**src/rtl/core/bprs_pkg.sv**
```systemverilog
// Shared constants, register codes and types for the byte pattern replace stream unit.
`timescale 1ns / 1ps

package bprs_pkg;

    // Default sizes of the pattern window and the replacement buffer, in bytes
    localparam int MAX_PATTERN_DEF     = 8;
    localparam int MAX_REPLACEMENT_DEF = 8;

    // Configuration port geometry
    localparam int CFG_ADDR_W = 2;
    localparam int CFG_DATA_W = 64;
    localparam int CFG_LEN_W  = 4;

    // Depth of the descriptor queue between front and back
    localparam int QUEUE_DEPTH = 4;

    // Reset value of the pattern length register
    localparam logic [CFG_LEN_W-1:0] PLEN_RESET = CFG_LEN_W'(1);

    // Configuration register indexes
    typedef enum logic [CFG_ADDR_W-1:0] {
        REG_PATTERN_LENGTH     = 2'd0,
        REG_PATTERN_BYTES      = 2'd1,
        REG_REPLACEMENT_LENGTH = 2'd2,
        REG_REPLACEMENT_BYTES  = 2'd3
    } cfg_reg_t;

    // End-of-string flags that travel with each descriptor
    typedef struct packed {
        logic last;
        logic replaced;
    } desc_ctrl_t;

endpackage

```
**src/rtl/core/byte_pattern_replace_stream_unit.sv**
```systemverilog
// Top level of the streaming byte pattern find-and-replace unit.
// Throughput: one input item per cycle while in_ready is high; an item yields 0 to 8 result
// items, one per cycle while out_ready is high. Rate is set by the back end, which expands one
// descriptor byte per cycle while out_ready is high; a four-entry descriptor queue absorbs
// replacement bursts before the input side stalls. Reset clears configuration to defaults,
// the window and queue counts and all valid flags; window bytes hold none.
`timescale 1ns / 1ps

module byte_pattern_replace_stream_unit #(
    parameter int MAX_PATTERN     = bprs_pkg::MAX_PATTERN_DEF,
    parameter int MAX_REPLACEMENT = bprs_pkg::MAX_REPLACEMENT_DEF
) (
    input  logic                            clk,
    input  logic                            rst_n,
    input  logic                            cfg_we,
    input  logic [bprs_pkg::CFG_ADDR_W-1:0] cfg_addr,
    input  logic [bprs_pkg::CFG_DATA_W-1:0] cfg_data,
    input  logic                            in_valid,
    output logic                            in_ready,
    input  logic [7:0]                      in_byte,
    input  logic                            in_last,
    output logic                            out_valid,
    input  logic                            out_ready,
    output logic [7:0]                      out_byte,
    output logic                            byte_present,
    output logic                            out_last,
    output logic                            any_replaced
);
    import bprs_pkg::*;

    localparam int DESC_BYTES = (MAX_PATTERN > MAX_REPLACEMENT) ? MAX_PATTERN : MAX_REPLACEMENT;
    localparam int COUNT_W    = $clog2(DESC_BYTES + 1);
    localparam int CTRL_W     = $bits(desc_ctrl_t);
    localparam int Q_WIDTH    = CTRL_W + COUNT_W + DESC_BYTES*8;

    logic                    push_valid;
    logic                    push_ready;
    logic [DESC_BYTES*8-1:0] push_bytes;
    logic [COUNT_W-1:0]      push_count;
    desc_ctrl_t              push_ctrl;
    logic                    pop_valid;
    logic                    pop_ready;
    logic [Q_WIDTH-1:0]      pop_data;

    // Front end: window and classification
    bprs_front #(
        .MAX_PATTERN     (MAX_PATTERN),
        .MAX_REPLACEMENT (MAX_REPLACEMENT),
        .DESC_BYTES      (DESC_BYTES),
        .COUNT_W         (COUNT_W)
    ) u_front (
        .clk        (clk),
        .rst_n      (rst_n),
        .cfg_we     (cfg_we),
        .cfg_addr   (cfg_addr),
        .cfg_data   (cfg_data),
        .in_valid   (in_valid),
        .in_ready   (in_ready),
        .in_byte    (in_byte),
        .in_last    (in_last),
        .push_valid (push_valid),
        .push_ready (push_ready),
        .push_bytes (push_bytes),
        .push_count (push_count),
        .push_ctrl  (push_ctrl)
    );

    // Descriptor queue
    bprs_queue #(
        .WIDTH (Q_WIDTH),
        .DEPTH (QUEUE_DEPTH)
    ) u_queue (
        .clk        (clk),
        .rst_n      (rst_n),
        .push_valid (push_valid),
        .push_ready (push_ready),
        .push_data  ({push_ctrl, push_count, push_bytes}),
        .pop_valid  (pop_valid),
        .pop_ready  (pop_ready),
        .pop_data   (pop_data)
    );

    // Back end: result expansion and output register
    bprs_back #(
        .DESC_BYTES (DESC_BYTES),
        .COUNT_W    (COUNT_W)
    ) u_back (
        .clk          (clk),
        .rst_n        (rst_n),
        .pop_valid    (pop_valid),
        .pop_ready    (pop_ready),
        .pop_bytes    (pop_data[DESC_BYTES*8-1:0]),
        .pop_count    (pop_data[DESC_BYTES*8 +: COUNT_W]),
        .pop_ctrl     (desc_ctrl_t'(pop_data[Q_WIDTH-1 -: CTRL_W])),
        .out_valid    (out_valid),
        .out_ready    (out_ready),
        .out_byte     (out_byte),
        .byte_present (byte_present),
        .out_last     (out_last),
        .any_replaced (any_replaced)
    );

endmodule

```
**src/rtl/core/bprs_front.sv**
```systemverilog
// Front end: configuration registers, match window and per-item classification.
`timescale 1ns / 1ps

module bprs_front #(
    parameter int MAX_PATTERN     = 8,
    parameter int MAX_REPLACEMENT = 8,
    parameter int DESC_BYTES      = 8,
    parameter int COUNT_W         = 4
) (
    input  logic                            clk,
    input  logic                            rst_n,
    input  logic                            cfg_we,
    input  logic [bprs_pkg::CFG_ADDR_W-1:0] cfg_addr,
    input  logic [bprs_pkg::CFG_DATA_W-1:0] cfg_data,
    input  logic                            in_valid,
    output logic                            in_ready,
    input  logic [7:0]                      in_byte,
    input  logic                            in_last,
    output logic                            push_valid,
    input  logic                            push_ready,
    output logic [DESC_BYTES*8-1:0]         push_bytes,
    output logic [COUNT_W-1:0]              push_count,
    output bprs_pkg::desc_ctrl_t            push_ctrl
);
    import bprs_pkg::*;

    localparam int WC_W = $clog2(MAX_PATTERN + 1);
    localparam int RL_W = $clog2(MAX_REPLACEMENT + 1);

    // Configuration registers
    logic [CFG_LEN_W-1:0]           plen_cfg_reg, plen_cfg_next;
    logic [MAX_PATTERN*8-1:0]       pattern_reg, pattern_next;
    logic [CFG_LEN_W-1:0]           rlen_cfg_reg, rlen_cfg_next;
    logic [MAX_REPLACEMENT*8-1:0]   repl_reg, repl_next;

    // Window state
    logic [7:0]      window_reg [MAX_PATTERN];
    logic [7:0]      window_next [MAX_PATTERN];
    logic [WC_W-1:0] wcount_reg, wcount_next;
    logic            replaced_reg, replaced_next;

    // Classification signals
    logic                     accept;
    logic [WC_W-1:0]          plen_eff;
    logic [RL_W-1:0]          rlen_eff;
    logic [WC_W-1:0]          wc_use;
    logic [WC_W-1:0]          wc_new;
    logic [7:0]               nw [MAX_PATTERN];
    logic [MAX_PATTERN*8-1:0] nw_flat;
    logic                     compare;
    logic                     match_all;
    logic                     hit;

    assign in_ready = push_ready;
    assign accept   = in_valid && push_ready;

    // Effective lengths, with out-of-range settings clamped
    always_comb
    begin
        if (plen_cfg_reg == '0)
            plen_eff = WC_W'(1);
        else if (plen_cfg_reg > CFG_LEN_W'(MAX_PATTERN))
            plen_eff = WC_W'(MAX_PATTERN);
        else
            plen_eff = WC_W'(plen_cfg_reg);

        if (rlen_cfg_reg > CFG_LEN_W'(MAX_REPLACEMENT))
            rlen_eff = RL_W'(MAX_REPLACEMENT);
        else
            rlen_eff = RL_W'(rlen_cfg_reg);
    end

    // Append the new byte to the window and compare against the pattern
    always_comb
    begin
        wc_use    = (wcount_reg >= plen_eff) ? '0 : wcount_reg;
        wc_new    = wc_use + WC_W'(1);
        compare   = (wc_new == plen_eff);
        match_all = 1'b1;
        for (int k = 0; k < MAX_PATTERN; k++)
        begin
            nw[k] = (WC_W'(k) == wc_use) ? in_byte : window_reg[k];
            nw_flat[8*k +: 8] = nw[k];
            if ((WC_W'(k) < plen_eff) && (nw[k] != pattern_reg[8*k +: 8]))
                match_all = 1'b0;
        end
        hit = compare && match_all;
    end

    // Descriptor handed to the back end
    always_comb
    begin
        if (hit)
        begin
            push_bytes = (DESC_BYTES*8)'(repl_reg);
            push_count = COUNT_W'(rlen_eff);
        end
        else
        begin
            push_bytes = (DESC_BYTES*8)'(nw_flat);
            if (in_last)
                push_count = COUNT_W'(wc_new);
            else if (compare)
                push_count = COUNT_W'(1);
            else
                push_count = '0;
        end
        push_ctrl.last     = in_last;
        push_ctrl.replaced = in_last && (replaced_reg || hit);
        push_valid         = accept && (in_last || (push_count != '0));
    end

    // Next state of configuration and window
    always_comb
    begin
        plen_cfg_next = plen_cfg_reg;
        pattern_next  = pattern_reg;
        rlen_cfg_next = rlen_cfg_reg;
        repl_next     = repl_reg;
        wcount_next   = wcount_reg;
        replaced_next = replaced_reg;
        window_next   = window_reg;

        if (accept)
        begin
            if (compare && !hit)
            begin
                for (int k = 0; k < MAX_PATTERN - 1; k++)
                    window_next[k] = nw[k+1];
                window_next[MAX_PATTERN-1] = nw[MAX_PATTERN-1];
            end
            else
            begin
                window_next = nw;
            end

            if (in_last || hit)
                wcount_next = '0;
            else if (compare)
                wcount_next = wc_new - WC_W'(1);
            else
                wcount_next = wc_new;

            replaced_next = in_last ? 1'b0 : (replaced_reg || hit);
        end

        if (cfg_we)
        begin
            case (cfg_reg_t'(cfg_addr))
                REG_PATTERN_LENGTH:
                begin
                    plen_cfg_next = cfg_data[CFG_LEN_W-1:0];
                    wcount_next   = '0;
                end
                REG_PATTERN_BYTES:      pattern_next  = cfg_data[MAX_PATTERN*8-1:0];
                REG_REPLACEMENT_LENGTH: rlen_cfg_next = cfg_data[CFG_LEN_W-1:0];
                REG_REPLACEMENT_BYTES:  repl_next     = cfg_data[MAX_REPLACEMENT*8-1:0];
                default:                ;
            endcase
        end
    end

    // Control and configuration registers
    always_ff @(posedge clk or negedge rst_n)
    begin
        if (!rst_n)
        begin
            plen_cfg_reg <= PLEN_RESET;
            pattern_reg  <= '0;
            rlen_cfg_reg <= '0;
            repl_reg     <= '0;
            wcount_reg   <= '0;
            replaced_reg <= 1'b0;
        end
        else
        begin
            plen_cfg_reg <= plen_cfg_next;
            pattern_reg  <= pattern_next;
            rlen_cfg_reg <= rlen_cfg_next;
            repl_reg     <= repl_next;
            wcount_reg   <= wcount_next;
            replaced_reg <= replaced_next;
        end
    end

    // Window bytes carry no reset; only entries below the count are ever read
    always_ff @(posedge clk)
    begin
        window_reg <= window_next;
    end

    // The pending byte count always stays below the pattern length
    assert property (@(posedge clk) disable iff (!rst_n) wcount_reg < plen_eff)
        else $error("window count reached the pattern length");

endmodule

```
**src/rtl/core/bprs_queue.sv**
```systemverilog
// Small descriptor queue that decouples the front end from the back end.
`timescale 1ns / 1ps

module bprs_queue #(
    parameter int WIDTH = 8,
    parameter int DEPTH = 4
) (
    input  logic             clk,
    input  logic             rst_n,
    input  logic             push_valid,
    output logic             push_ready,
    input  logic [WIDTH-1:0] push_data,
    output logic             pop_valid,
    input  logic             pop_ready,
    output logic [WIDTH-1:0] pop_data
);
    localparam int PW = (DEPTH > 1) ? $clog2(DEPTH) : 1;
    localparam int CW = $clog2(DEPTH + 1);

    logic [WIDTH-1:0] mem_reg [DEPTH];
    logic [PW-1:0]    wr_ptr_reg, wr_ptr_next;
    logic [PW-1:0]    rd_ptr_reg, rd_ptr_next;
    logic [CW-1:0]    count_reg, count_next;
    logic             do_push;
    logic             do_pop;

    assign push_ready = (count_reg != CW'(DEPTH));
    assign pop_valid  = (count_reg != '0);
    assign pop_data   = mem_reg[rd_ptr_reg];
    assign do_push    = push_valid && push_ready;
    assign do_pop     = pop_valid && pop_ready;

    // Pointer and occupancy update
    always_comb
    begin
        wr_ptr_next = wr_ptr_reg;
        rd_ptr_next = rd_ptr_reg;
        count_next  = count_reg;
        if (do_push)
            wr_ptr_next = (wr_ptr_reg == PW'(DEPTH - 1)) ? '0 : wr_ptr_reg + PW'(1);
        if (do_pop)
            rd_ptr_next = (rd_ptr_reg == PW'(DEPTH - 1)) ? '0 : rd_ptr_reg + PW'(1);
        if (do_push && !do_pop)
            count_next = count_reg + CW'(1);
        else if (do_pop && !do_push)
            count_next = count_reg - CW'(1);
    end

    always_ff @(posedge clk or negedge rst_n)
    begin
        if (!rst_n)
        begin
            wr_ptr_reg <= '0;
            rd_ptr_reg <= '0;
            count_reg  <= '0;
        end
        else
        begin
            wr_ptr_reg <= wr_ptr_next;
            rd_ptr_reg <= rd_ptr_next;
            count_reg  <= count_next;
        end
    end

    // Storage entries hold payload only
    always_ff @(posedge clk)
    begin
        if (do_push)
            mem_reg[wr_ptr_reg] <= push_data;
    end

    // The front end never offers a descriptor while the queue is full
    assert property (@(posedge clk) disable iff (!rst_n) push_valid |-> push_ready)
        else $error("descriptor offered to a full queue");

endmodule

```
**src/rtl/core/bprs_back.sv**
```systemverilog
// Back end: expands descriptors into result items through a registered output stage.
`timescale 1ns / 1ps

module bprs_back #(
    parameter int DESC_BYTES = 8,
    parameter int COUNT_W    = 4
) (
    input  logic                    clk,
    input  logic                    rst_n,
    input  logic                    pop_valid,
    output logic                    pop_ready,
    input  logic [DESC_BYTES*8-1:0] pop_bytes,
    input  logic [COUNT_W-1:0]      pop_count,
    input  bprs_pkg::desc_ctrl_t    pop_ctrl,
    output logic                    out_valid,
    input  logic                    out_ready,
    output logic [7:0]              out_byte,
    output logic                    byte_present,
    output logic                    out_last,
    output logic                    any_replaced
);
    import bprs_pkg::*;

    // Descriptor being expanded
    logic                    cur_valid_reg, cur_valid_next;
    logic [DESC_BYTES*8-1:0] cur_bytes_reg, cur_bytes_next;
    logic [COUNT_W-1:0]      cur_rem_reg, cur_rem_next;
    desc_ctrl_t              cur_ctrl_reg, cur_ctrl_next;

    // Output stage
    logic       out_valid_reg, out_valid_next;
    logic [7:0] out_byte_reg, out_byte_next;
    logic       present_reg, present_next;
    logic       last_reg, last_next;
    logic       any_reg, any_next;

    logic advance;
    logic emit;
    logic cur_done;

    assign advance   = !out_valid_reg || out_ready;
    assign emit      = cur_valid_reg && advance;
    assign cur_done  = (cur_rem_reg <= COUNT_W'(1));
    assign pop_ready = !cur_valid_reg || (emit && cur_done);

    // Emit one result per cycle unless stalled and load the next descriptor behind the last one
    always_comb
    begin
        cur_valid_next = cur_valid_reg;
        cur_bytes_next = cur_bytes_reg;
        cur_rem_next   = cur_rem_reg;
        cur_ctrl_next  = cur_ctrl_reg;
        out_valid_next = out_valid_reg;
        out_byte_next  = out_byte_reg;
        present_next   = present_reg;
        last_next      = last_reg;
        any_next       = any_reg;

        if (advance)
            out_valid_next = emit;

        if (emit)
        begin
            present_next   = (cur_rem_reg != '0);
            out_byte_next  = (cur_rem_reg != '0) ? cur_bytes_reg[7:0] : 8'h00;
            last_next      = cur_ctrl_reg.last && cur_done;
            any_next       = cur_ctrl_reg.replaced && cur_ctrl_reg.last && cur_done;
            cur_bytes_next = cur_bytes_reg >> 8;
            cur_rem_next   = (cur_rem_reg != '0) ? cur_rem_reg - COUNT_W'(1) : '0;
            if (cur_done)
                cur_valid_next = 1'b0;
        end

        if (pop_valid && pop_ready)
        begin
            cur_valid_next = 1'b1;
            cur_bytes_next = pop_bytes;
            cur_rem_next   = pop_count;
            cur_ctrl_next  = pop_ctrl;
        end
    end

    always_ff @(posedge clk or negedge rst_n)
    begin
        if (!rst_n)
        begin
            cur_valid_reg <= 1'b0;
            out_valid_reg <= 1'b0;
        end
        else
        begin
            cur_valid_reg <= cur_valid_next;
            out_valid_reg <= out_valid_next;
        end
    end

    // Payload registers
    always_ff @(posedge clk)
    begin
        cur_bytes_reg <= cur_bytes_next;
        cur_rem_reg   <= cur_rem_next;
        cur_ctrl_reg  <= cur_ctrl_next;
        out_byte_reg  <= out_byte_next;
        present_reg   <= present_next;
        last_reg      <= last_next;
        any_reg       <= any_next;
    end

    assign out_valid    = out_valid_reg;
    assign out_byte     = out_byte_reg;
    assign byte_present = present_reg;
    assign out_last     = last_reg;
    assign any_replaced = any_reg;

    // An empty marker is only ever the final item of a string
    assert property (@(posedge clk) disable iff (!rst_n)
        (out_valid_reg && !present_reg) |-> last_reg)
        else $error("empty marker without end flag");

    // A descriptor with no bytes exists only to carry the end of a string
    assert property (@(posedge clk) disable iff (!rst_n)
        (cur_valid_reg && (cur_rem_reg == '0)) |-> cur_ctrl_reg.last)
        else $error("empty descriptor without end flag");

endmodule
```
**config.mk**
```make
export PLATFORM = sky130hd
export DESIGN_NAME = byte_pattern_replace_stream_unit
export DESIGN_NICKNAME = d
export VERILOG_FILES = /design/src/rtl/core/bprs_pkg.sv /design/src/rtl/core/byte_pattern_replace_stream_unit.sv /design/src/rtl/core/bprs_front.sv /design/src/rtl/core/bprs_queue.sv /design/src/rtl/core/bprs_back.sv
export SDC_FILE = /design/constraint.sdc
export NUM_CORES = 1
export LEC_CHECK = 0
export ABC_CLOCK_PERIOD_IN_PS = 8060
export BUFFER_PORTS_ARGS = -buffer_cell sky130_fd_sc_hd__buf_2
export CAP_MARGIN = 40
export CORE_MARGIN = 10
export CORE_UTILIZATION = 45
export CTS_BUF_LIST = sky130_fd_sc_hd__clkbuf_16
export DETAILED_ROUTE_END_ITERATION = 16
export HOLD_SLACK_MARGIN = 0.08
export PLACE_DENSITY_LB_ADDON = 0.1
export SLEW_MARGIN = 20
export SYNTH_ARGS = -nofsm -noshare
export SYNTH_HDL_FRONTEND = slang
export SYNTH_HIERARCHICAL = 1
export SYNTH_SLANG_ARGS = --single-unit
```
**constraint.sdc**
```tcl
create_clock -name clk -period 8.06 [get_ports clk]
set_input_delay 1.612 -clock clk [delete_from_list [all_inputs] [get_ports clk]]
set_output_delay 1.612 -clock clk [all_outputs]
set_load 0.02 [all_outputs]
```
* Word level (Yosys, flattened, before mapping) *
Memory sizes are Yosys's and may differ from the RTL's.
Cells that the tools add are included.

operators by class
  add/sub/neg operators = 7
  muxes and demuxes = 45
  reduce and logical (&&, ||, !) cells = 46
  magnitude comparators = 12
  equal/unequal tests = 22

operator list
  operator               count
  $mux W64               4
  $mux W8                8
  $ne A8 B8 Y1           8
  $mux W4                14
  $logic_and A1 B1 Y1    22
  $eq A3 B4 Y1 const A   4
  $lt A3 B4 Y1 const A   4
  $mux W1                15
  $reduce_and A2 Y1      5
  $eq A2 B2 Y1 const B   4
  $eq A2 B4 Y1 const A   2
  $gt A4 B4 Y1 const B   2
  $logic_not A4 Y1       2
  $lt A1 B4 Y1 const A   2
  $lt A2 B4 Y1 const A   2
  $reduce_bool A4 Y1     2
  $sub A4 B1 Y4 const B  2
  $mux W3                2
  $reduce_bool A2 Y1     3
  $logic_not A1 Y1       5
  $logic_or A1 B1 Y1     5
  $add A2 B1 Y2 const B  2
  $add A4 B1 Y4 const B  1
  $eq A1 B4 Y1 const A   1
  10 further kinds       11

storage, ports and cells
  memories kept = 1
  bits in registers = 295
  word-level logic and storage cells = 160
  RAM bits = 280
  input port bits = 80
  output and inout port bits = 13

memory list
  memory           depth  bits a word  rd ports  clocked after Yosys merged registers in  wr ports  line              source
  u_queue.mem_reg  4      70           1         0                                        1         bprs_queue.sv:20  logic [WIDTH-1:0] mem_reg [DEPTH];

* Longest topological paths before layout *
Gate-level depths: netlist (run 1).

  depth in word-level cells = 27
  mapped depth = 27

* Cells and area by module *
Netlist (run 1), hierarchy kept.

by module, submodules not included
  module      instances  area an instance (sq um)  cells an instance
  bprs_front  1          11,552.3                  1,094
  bprs_queue  1          10,518.8                  402
  bprs_back   1          3,468.3                   189

* Worst setup path before layout (run 1) *
No wires, ideal clock.

  path kind = flip-flop to flip-flop
  start point = reg u_front.plen_cfg_reg[0]
  end point = reg u_queue.count_reg[1]
  setup slack = 2,712 ps
  arrival = 5,223 ps
  buffers on the path = 1
  required time = 7,935 ps
  stages on the path, launching flop included = 24
  period minus slack after synthesis = 5,348 ps
  path through = dfstp_2 > nor2_1 > nor2_1 > ha_1 > nor3b_2 > o21a_1 > nand2_1 > inv_1 > ha_1 > clkbuf_1 > inv_1 > o311ai_0 > xor2_1 > nor3_1 > o2111ai_1 > o41ai_2 > nand3_1 > o21ai_0 > a21oi_1 > and2_4 > ha_1 > inv_1 > fa_1 > mux2_2

RTL lines
  item                       line                                    source
  start: declaration         bprs_front.sv:31                        logic [CFG_LEN_W-1:0] plen_cfg_reg, plen_cfg_next;
  start signal: assignment   bprs_front.sv:177                       plen_cfg_reg <= plen_cfg_next;
  $gt A4 B4 Y1               bprs_front.sv:62                        else if (plen_cfg_reg > CFG_LEN_W'(MAX_PATTERN))
  $mux W4                    bprs_front.sv:62
  $mux W4 (*)                bprs_front.sv:60                        if (plen_cfg_reg == '0)
  $ge A4 B4 Y1               bprs_front.sv:76                        wc_use = (wcount_reg >= plen_eff) ? '0 : wcount_reg;
  $mux W4                    bprs_front.sv:76
  $logic_not A4 Y1           bprs_front.sv:82                        nw[k] = (WC_W'(k) == wc_use) ? in_byte : window_reg[k];
  $mux W8                    bprs_front.sv:82
  $ne A8 B8 Y1               bprs_front.sv:84                        if ((WC_W'(k) < plen_eff) && (nw[k] != pattern_reg[8*k +: 8]))
  (+12 left out)             --
  $logic_or A1 B1 Y1 (*)     bprs_front.sv:110                       push_valid = accept && (in_last || (push_count != '0));
  $logic_and A1 B1 Y1 (*)    bprs_front.sv:110
  net push_valid             byte_pattern_replace_stream_unit.sv:36  logic push_valid;
  $logic_and A1 B1 Y1 (*)    bprs_queue.sv:30                        assign do_push = push_valid && push_ready;
  net u_queue.do_push        bprs_queue.sv:24                        logic do_push;
  $logic_and A1 B1 Y1 (*)    bprs_queue.sv:43                        if (do_push && !do_pop)
  $mux W3 (*)                bprs_queue.sv:43
  net u_queue.count_next[1]  bprs_queue.sv:23                        logic [CW-1:0] count_reg, count_next;
  end signal: assignment     bprs_queue.sv:61                        count_reg <= count_next;
  end: declaration           bprs_queue.sv:23

The timed path passes the listed nets; every way through them passes the cells marked *.
A chain may end at the register's enable or synchronous reset.

* Worst setup path after layout (run 1) *
Ends and elaborated chain as after synthesis.

==> impl_metrics.tcl, run 1 <==
set metrics [dict create \
    synth_xor_area_share_pct 3.155 \
    setup_violations 0 \
    synth_nets 1780 \
    synth.area.mux_share_pct 16.69 \
    synth_cell_types 72 \
    dp_hpwl_mm 43.31 \
    syn_area_per_cell_um2 15.16 \
    rsz0062_at_grt "no" \
    via_per_inst 5.692 \
    grt_max_degree 76 \
    syn-cell-area_um2 25540 \
    ys_seq_area_share_pct 64.67 \
    synth-edff-count 425 \
    clk_latency_ns 0.65 \
    numPortBuffers 92 \
    htree_levels 2 \
    maxCapViolCount 0 \
    outcome "finished clean" \
    cp_top_family "simple AND/OR/NAND/NOR gates" \
    worstPathRequired_ns 8.57 \
    grt_overflow 0 \
    yosys_warnings 6 \
    largest_register_ff_count 280 \
    ys.flop_type "edfxtp_1" \
    vias 14800 \
    cts_tree "done" \
    final_layout_size_suffix_gt1_share_pct 29.53 \
    slowest_delay_ns 0.63 \
    antenna_found_initial 1 \
    netlist_instances 1685 \
    synth-adder-area-share_pct 0.7643 \
    ant_nets 0 \
    yosys.area.top_type "edfxtp_1" \
    async_flop_share_pct 26.09 \
    post_cts_buffers 0 \
    wl_per_cell_um 24.65 \
    num_rows 87 \
    postCtsHoldBufs 0 \
    clkSinkCount 575 \
    p_per_area_nw_per_um2 351.2 \
    crit_type "reg -> reg" \
    grt_pass1_vias 15060 \
    tns_ns 0 \
    grt_usage_pct 19.11 \
    drt-initial-drc-count 1472 \
    slew_headroom_pct 35.85 \
    synth_top_family_by_area "multiplexers" \
    nFillCells 4742 \
    max_freq_mhz 146.3 \
    hp-class "reg -> reg" \
    syn_to_final_growth_pct 13.65 \
    worst_pin_slew_ns 0.9578 \
    gp_congestion 0.8763 \
    yosysTopAreaCellShare_pct 49.97 \
    yosys.area_share.simple_pct 5.962 \
    clk_path_buf_depth 3 \
    cp_slowest_cell "ha_1" \
    timing.final.crit_share_pct 84.78 \
    crit_top_cell "ha_1" \
    cts_resized 0 \
    die_y_um 258.2 \
    clk_pin_slew_ns 0.06 \
    grt_pass1_wl_mm 97.23 \
    nets 1883 \
    die_area_um2 66680 \
    peakVddDrop_uv 228.4 \
    start_util_pct 45.38 \
    worstSetupEndpointType "register" \
    cts_made_buffers 59 \
    synth-seq-cells 575 \
    finalHoldViolCount 0 \
    fp.coreArea_um2 56280 \
    power.leakage_nw 10.64 \
    hold-worst-slack_ns 0.4921 \
    cts_root_buffer "clkbuf_16" \
    routed_wl_mm 64.10 \
    synthTopCellsByArea "edfxtp_1 (50%), dfrtp_1 (15%), mux2_2 (9.5%), mux4_2 (6.2%), xnor2_1 (2.0%)" \
    cp.arrival_ns 7.34 \
    cp_max_fo 23 \
    utilization_pct 51.58 \
    clock_skew_ns 0.03516 \
    cp_num_buf_inv 3 \
    die_width_um 258.2 \
    worstPathCellList "nor2_1 > nor2_1 > ha_1 > nor3b_2 > buf_4 > o21a_1 > nand2_1 > inv_1 > ha_1 > nand2_1 > mux2i_1 > xor2_1 > nand4b_1 > o41ai_2 > nand3_1 > o21ai_0 > a21oi_1 > and2_4 > ha_1 > inv_1 > fa_1 > mux2_2" \
    drc_errors 0 \
    num_io_pins 93 \
    drtPass1Iterations 8 \
    synth-compound-area-share_pct 6.099 \
    cp-start-kind "register" \
    drv_slew 0 \
    fin_crit_ns 6.833 \
]
## area by class of cell
class	instances	area (um^2)	area share, %
sequential	575	16520	56.92
multi-input combinational	956	8374	28.85
clock inverter	53	508.0	1.750
tap	756	945.9	3.259
antenna	5	12.51	0.04311
timing repair buffer	135	957.2	3.298
clock buffer	59	1476	5.087
inverter	61	229.0	0.7889
## routing by layer
| layer | GRT usage (%) | routed length (um) | vias up |
|---|---|---|---|
| li1 | - | - | 6617 |
| met1 | 28.10 | 29890 | 7656 |
| met2 | 29.46 | 29520 | 439 |
| met3 | 2.925 | 3498 | 88 |
| met4 | 4.542 | 1189 | 0 |
| met5 | 0 | 0 | - |
## metrics by stage
step / worst slack, ns / area [um^2] / instances / power [W]
finish: 1.227 / 29030 / 2600 / 0.01019
global route: 0.8436 / 29010 / 2595 / 0.01070
CTS: 1.313 / 28940 / 2589 / 0.01027
detailed placement: 1.350 / 26950 / 2477 / 0.007468
global placement: 1.447 / 26750 / 2468 / 0.007366
floorplan: 2.712 / 25540 / 1685 / 0.006472
## final timing paths
check / from / to / slack, ns / depth (start not counted)
worst min register to register: u_queue/count_reg[2] / u_queue/count_reg[2] / 0.49 / 1
worst max register to register: u_front/plen_cfg_reg[0] / u_queue/count_reg[1] / 1.23 / 22
max in group asynchronous: rst_n / u_front/pattern_reg[42] / 5.70 / 3
min in group asynchronous: rst_n / u_queue/rd_ptr_reg[0] / 0.96 / 1
worst max-delay path: u_front/plen_cfg_reg[0] / u_queue/count_reg[1] / 1.23 / 22
worst min-delay path: u_queue/count_reg[2] / u_queue/count_reg[2] / 0.49 / 1
## Yosys cell counts (all sizes together), types with 3 or more instances
cell     count
xnor2       57
mux4        70
ha          14
and2         9
nor2       117
a21oi       97
mux2i       22
o211ai      16
and3         7
a21boi       7
o311ai       3
nand2b      15
nand4       11
o2111ai     19
and2b        4
or2          8
nand2       64
clkbuf      47
mux2       218
buf         46
nor3        13
a31oi       17
o221a        6
a32oi        3
xor2        35
nor4         5
nor2b       15
nand3       29
nand3b       5
o21ai       22
edfxtp     425
a222oi      15
dfrtp      149
a21o         4
or4          3
a221oi       4
inv         61
## where the power goes
| group | total, W | internal [W] | switching, W |
|---|---|---|---|
| sequential | 0.00455 | 0.00416 | 0.000388 |
| combinational | 0.00288 | 0.00125 | 0.00162 |
| clock | 0.00277 | 0.00159 | 0.00118 |
## worst reg2reg max path, cell delays in order (launching register included)
cell,delay (ns)
dfstp_2,0.55
nor2_1,0.05
nor2_1,0.16
ha_1,0.27
nor3b_2,0.15
buf_4,0.31
o21a_1,0.33
nand2_1,0.16
inv_1,0.20
ha_1,0.63
nand2_1,0.47
mux2i_1,0.46
xor2_1,0.25
nand4b_1,0.25
o41ai_2,0.62
nand3_1,0.24
o21ai_0,0.22
a21oi_1,0.21
and2_4,0.23
ha_1,0.21
inv_1,0.07
fa_1,0.40
mux2_2,0.26
## logic make-up (layout without fill, tap and decap cells)
logic type | count (synthesis) | count (layout)
multiplexers | 310 | 310
AND/OR/NAND/NOR | 312 | 312
other | 0 | 5
AO/OA/AOI/OAI | 227 | 227
adder cells (fa/ha/maj) | 15 | 15
buffers and inverters | 154 | 308
XOR/XNOR | 92 | 92
flip-flops | 575 | 575
## cells in the final DEF (no fill, tap or decap), types with 16 or more instances in the layout
master     Yosys  layout
buf_2         29      91
xor2_1        35      35
edfxtp_1     425     425
o2111ai_1     19      19
nor2_1       117     117
mux4_2        70      70
dfrtp_1      149     147
inv_1         61      74
o21ai_0       16      16
nand3_1       29      28
mux2_2       215     215
nand2_1       62      62
clkbuf_16      0      59
buf_4         13      29
mux2i_1       21      21
xnor2_1       57      57
a21oi_1       97      97
Power figures use the tool's default switching activity.
==> run 2, diff against run 1 <==
--- a/config.mk
+++ b/config.mk
@@ -5,7 +5,7 @@
 export SDC_FILE = /design/constraint.sdc
 export NUM_CORES = 1
 export LEC_CHECK = 0
-export ABC_CLOCK_PERIOD_IN_PS = 8060
+export ABC_CLOCK_PERIOD_IN_PS = 6330
 export BUFFER_PORTS_ARGS = -buffer_cell sky130_fd_sc_hd__buf_2
 export CAP_MARGIN = 40
 export CORE_MARGIN = 10
==> constraint.sdc (replaced) <==
create_clock -name clk -period 6.33 [get_ports clk]
set_input_delay 1.266 -clock clk [delete_from_list [all_inputs] [get_ports clk]]
set_output_delay 1.266 -clock clk [all_outputs]
set_load 0.02 [all_outputs]
==> impl_metrics.tcl, run 2 (synthesis results as in run 1) <==
set metrics [dict create \
    r2r_start "u_front/plen_cfg_reg[1]" \
    worstPathRequired_ns 6.85 \
    outcome "finished clean" \
    max_freq_mhz 169.4 \
    worst_pin_slew_ns 0.9014 \
    ant_nets 0 \
    power.leakage_nw 10.67 \
    die_width_um 258.2 \
    grt_overflow 0 \
    drc_errors 0 \
    numPortBuffers 92 \
    nFillCells 4705 \
    p_per_area_nw_per_um2 446.5 \
    cts_tree "done" \
    whs_path_depth 1 \
    slew_headroom_pct 39.62 \
    clk_latency_ns 0.64 \
    worstSetupEndpointType "register" \
    grt_max_degree 83 \
    clk_path_buf_depth 3 \
    post_cts_buffers 0 \
    rsz0062_at_grt "no" \
    min_to "u_queue/count_reg[2]" \
    worstPathCellList "nor2b_1 > inv_1 > ha_1 > o211ai_2 > o21a_1 > nand2_1 > ha_1 > inv_1 > o311ai_0 > buf_4 > xnor2_1 > nand2_1 > or4_1 > nor4_4 > nand3_1 > o21ai_0 > a21oi_1 > and2_4 > ha_1 > inv_1 > fa_1 > mux2_2" \
    final_layout_size_suffix_gt1_share_pct 30.04 \
    cts_root_buffer "clkbuf_16" \
    via_per_inst 5.650 \
    clock_skew_ns 0.02098 \
    timing.final.crit_share_pct 93.28 \
    clkSinkCount 575 \
    drt-initial-drc-count 1300 \
    tns_ns 0 \
    num_rows 87 \
    syn_to_final_growth_pct 13.98 \
    clk_pin_slew_ns 0.06 \
    mostFrequentLayoutCells "edfxtp_1 (425), mux2_2 (215), dfrtp_1 (147)" \
    routed_wl_mm 63.92 \
    gp_congestion 0.9041 \
    r2r_cells 22 \
    setup_violations 0 \
    htree_levels 2 \
    min-delay-start "u_queue/count_reg[2]" \
    die_y_um 258.2 \
    peakVddDrop_uv 244.3 \
    crit_type "reg -> reg" \
    cp_slowest_cell "or4_1" \
    cp-start-kind "register" \
    die_area_um2 66680 \
    cp.arrival_ns 6.42 \
    final-instance-count-excl-fill 2602 \
    hp-class "reg -> reg" \
    largest_register_ff_count 280 \
    wl_per_cell_um 24.57 \
    r2r_end "u_queue/count_reg[1]" \
    grt_pass1_vias 15160 \
    grt_usage_pct 19.09 \
    vias 14700 \
    start_util_pct 45.38 \
    antenna_found_initial 2 \
    num_io_pins 93 \
    hold-worst-slack_ns 0.4835 \
    drtPass1Iterations 6 \
    cp_max_fo 7 \
    finalHoldViolCount 0 \
    cts_made_buffers 59 \
    placed_cells 2487 \
    maxCapViolCount 0 \
    drv_slew 0 \
    nets 1888 \
    fp.coreArea_um2 56280 \
    fin_crit_ns 5.905 \
    r2r_slack_ns 0.43 \
    slowest_delay_ns 0.64 \
    grt_pass1_wl_mm 96.92 \
    dp_hpwl_mm 44.00 \
    final_common_cell "edfxtp_1" \
]
[run 2: how the worst max path moves through the flow]
stage / startpoint / to / depth (start not counted)
3_3_place_gp: u_front/plen_cfg_reg[2] / u_queue/count_reg[1] / 23
5_1_grt: u_front/plen_cfg_reg[2] / u_queue/count_reg[1] / 24
6_report: u_front/plen_cfg_reg[1] / u_queue/count_reg[1] / 22
3_5_place_dp: u_front/plen_cfg_reg[1] / u_queue/count_reg[1] / 22
4_1_cts: u_front/plen_cfg_reg[1] / u_queue/count_reg[1] / 22
2_1_floorplan: u_front/plen_cfg_reg[0] / u_queue/count_reg[1] / 23
[run 2: final cells by class]
type	instances	area [um^2]	area share, %
antenna	2	5.005	0.01719
clock buffer	59	1476	5.072
clock inverter	53	521.8	1.792
inverter	61	229.0	0.7866
multi-input combinational	956	8401	28.86
sequential	575	16520	56.76
tap	756	945.9	3.250
timing repair buffer	140	1008	3.464
[run 2: what timing repair did]
item / CTS / global route
setup endpoints to repair: 0 / 13
gates resized for setup: 0 / 8
hold buffers: 0 / 0
[run 2: critical path, delay by kind of cell (launching register included)]
family / cells / cell delay, ns
compound gates: 5 / 1.14
xor+xnor: 1 / 0.16
fa+ha+maj: 4 / 1.27
buf+inv: 4 / 0.55
flops: 1 / 0.41
mux: 1 / 0.27
simple gates: 7 / 1.99
[run 2: routing by layer]
metal / share of wire [%] / GRT usage, %
met1: 45 / 27.18
met2: 46 / 29.73
met3: 5.8 / 3.324
met4: 2.5 / 5.522
met5: 0.011 / 0
[run 2: per-stage QoR]
stage	worst slack (ns)	cell area (um^2)	total power [W]	utilization (%)
floorplan	0.9820	25540	0.008241	-
global placement	0.2987	26850	0.009401	47.70
detailed placement	0.2566	27070	0.009517	48.10
CTS	0.2251	29070	0.01310	51.66
global route	0.007614	29100	0.01365	51.72
finish	0.4254	29110	0.01300	51.72
[run 2: where the power goes]
group | switching [W] | internal [W]
sequential | 0.000485 | 0.00529
combinational | 0.00206 | 0.00160
clock | 0.00152 | 0.00204
total | 0.00407 | 0.00893
==> run 3, diff against run 2 <==
--- a/config.mk
+++ b/config.mk
@@ -13,7 +13,7 @@
 export CTS_BUF_LIST = sky130_fd_sc_hd__clkbuf_16
 export DETAILED_ROUTE_END_ITERATION = 16
 export HOLD_SLACK_MARGIN = 0.08
-export PLACE_DENSITY_LB_ADDON = 0.1
+export PLACE_DENSITY = 0.59
 export SLEW_MARGIN = 20
 export SYNTH_ARGS = -nofsm -noshare
 export SYNTH_HDL_FRONTEND = slang
==> impl_metrics.tcl, run 3 (synthesis results as in run 1) <==
set metrics [dict create \
    hp-class "reg -> reg" \
    die_width_um 258.2 \
    p_comb_share_pct 28.1 \
    timing.final.crit_share_pct 93.09 \
    crit_type "reg -> reg" \
    antenna_found_initial 3 \
    postCtsHoldBufs 0 \
    sw_frac_of_total_pct 30.96 \
    clk_path_buf_depth 3 \
    start_util_pct 45.38 \
    intPower_w 0.008962 \
    slew_headroom_pct 31.81 \
    final_common_cell "edfxtp_1" \
    routed_wl_mm 62.93 \
    die_area_um2 66680 \
    drtPass1Iterations 7 \
    busiest_layer "met2" \
    die_y_um 258.2 \
    tns_ns 0 \
    htree_levels 2 \
    cp-start-kind "register" \
    grt_usage_pct 18.65 \
    wl_per_cell_um 24.18 \
    grt_overflow 0 \
    clk_pin_slew_ns 0.06 \
    final_layout_size_suffix_gt1_share_pct 30.44 \
    syn_to_final_growth_pct 14.10 \
    use_met3_pct 3.858 \
    peakVddDrop_uv 356.9 \
    drv_slew 0 \
    worstPathRequired_ns 6.84 \
    drc_errors 0 \
    dp_hpwl_mm 42.51 \
    fin_crit_ns 5.893 \
    rsz0062_at_grt "no" \
    netSwitchingPower_w 0.004020 \
    cts_root_buffer "clkbuf_16" \
    grt_pass1_wl_mm 95.24 \
    gp_congestion 0.8855 \
    grt_max_degree 91 \
    num_io_pins 93 \
    largest_register_ff_count 280 \
    power.leakage_nw 10.67 \
    vias 14680 \
    via_per_inst 5.641 \
    drt-initial-drc-count 1495 \
    p_clk_share_pct 27.3 \
    design_area_um2 29140 \
    max_freq_mhz 169.7 \
    placed_cell_area_um2 27030 \
    grt_use_met2_pct 29.54 \
    outcome "finished clean" \
    finalHoldViolCount 0 \
    fp.coreArea_um2 56280 \
    mostFrequentLayoutCells "edfxtp_1 (425), mux2_2 (215), dfrtp_1 (147)" \
    p_per_area_nw_per_um2 445.5 \
    clkSinkCount 575 \
    ant_nets 0 \
    clk_latency_ns 0.63 \
    maxCapViolCount 0 \
    post_cts_buffers 0 \
    worst_pin_slew_ns 1.023 \
    cp.arrival_ns 6.40 \
    cts_tree "done" \
    setup_violations 0 \
    clock_skew_ns 0.01924 \
    nets 1891 \
    numPortBuffers 92 \
    worstSetupEndpointType "register" \
    cts_made_buffers 59 \
    grt_pass1_vias 14980 \
    num_rows 87 \
    cp_max_fo 7 \
    seqPwrFrac_pct 44.6 \
    use_met1_pct 26.16 \
]
run 3: cell types whose count changed in the layout (fill, tap and decap cells not counted), moves of 3 or more:
cell,delta
clkinv_1,-5
clkinv_2,-6
clkinvlp_4,+8
ha_1,-3
ha_2,+3
run 3: metal layers:
layer	part of all wire (%)	wire length [um]	vias up
li1	-	-	6631
met1	44	27930	7528
met2	47	29800	443
met3	6.4	4043	79
met4	1.8	1143	2
met5	0.021	13	-
run 3: power by group through the flow:
stage | sequential, W | clock [W] | combinational (W)
after floorplan | 0.00564 | 0 | 0.00260
after global placement | 0.00588 | 0 | 0.00347
final | 0.00579 | 0.00355 | 0.00364
after global routing | 0.00588 | 0.00379 | 0.00396
after detailed placement | 0.00587 | 0 | 0.00360
after CTS | 0.00580 | 0.00364 | 0.00362
run 3: final cells by class:
cell class | instances | area, um^2
inverters | 61 | 229.0
flip-flops and latches | 575 | 16520
clock buffers | 61 | 1526
repair buffers | 142 | 1035
diodes | 1 | 2.502
multi-input cells | 957 | 8411
well taps | 756 | 945.9
clock inverters | 50 | 470.5
fillers | 4673 | 27140
run 3: what timing repair did:
item,4_1_cts,5_1_grt
resized for setup,0,8
hold endpoints to repair,0,0
setup endpoints to repair,0,15
run 3: worst paths after layout:
path,cells after the start,from,slack [ns],endpoint
min in group asynchronous,1,rst_n,0.56,u_back/cur_valid_reg
max,23,u_front/plen_cfg_reg[3],0.44,u_queue/count_reg[1]
max reg2reg,23,u_front/plen_cfg_reg[3],0.44,u_queue/count_reg[1]
min reg2reg,1,u_queue/count_reg[2],0.49,u_queue/count_reg[2]
max in group asynchronous,2,rst_n,4.68,u_front/pattern_reg[24]
min,1,u_queue/count_reg[2],0.49,u_queue/count_reg[2]
run 3: metrics by stage:
step                std cells  hold slack [ns]  utilization [%]  setup slack [ns]  total power (W)
floorplan                1685           0.4473                -            0.9820         0.008241
global route             2602           0.5183            51.78          0.004903          0.01363
detailed placement       2486           0.4795            48.04            0.2808         0.009467
CTS                      2597           0.4909            51.58            0.2251          0.01305
global placement         2478           0.4680            47.72            0.3812         0.009346
finish                   2603           0.4865            51.78            0.4373          0.01298
run 3: worst max-delay path: stages (launching register included):
cell and delay (ns):
dfrtp_1 0.43, inv_1 0.22, nand2_1 0.14, ha_1 0.32
o211ai_2 0.10, o21a_1 0.19, buf_4 0.15, nand2_1 0.12
ha_2 0.29, inv_1 0.13, o311ai_0 0.38, buf_4 0.20
xnor2_1 0.14, nand2_1 0.07, or4_1 0.64, nor4_4 0.43
nand3_1 0.20, o21ai_0 0.27, a21oi_2 0.17, and2_4 0.21
ha_1 0.23, inv_1 0.08, fa_1 0.40, mux2_2 0.27
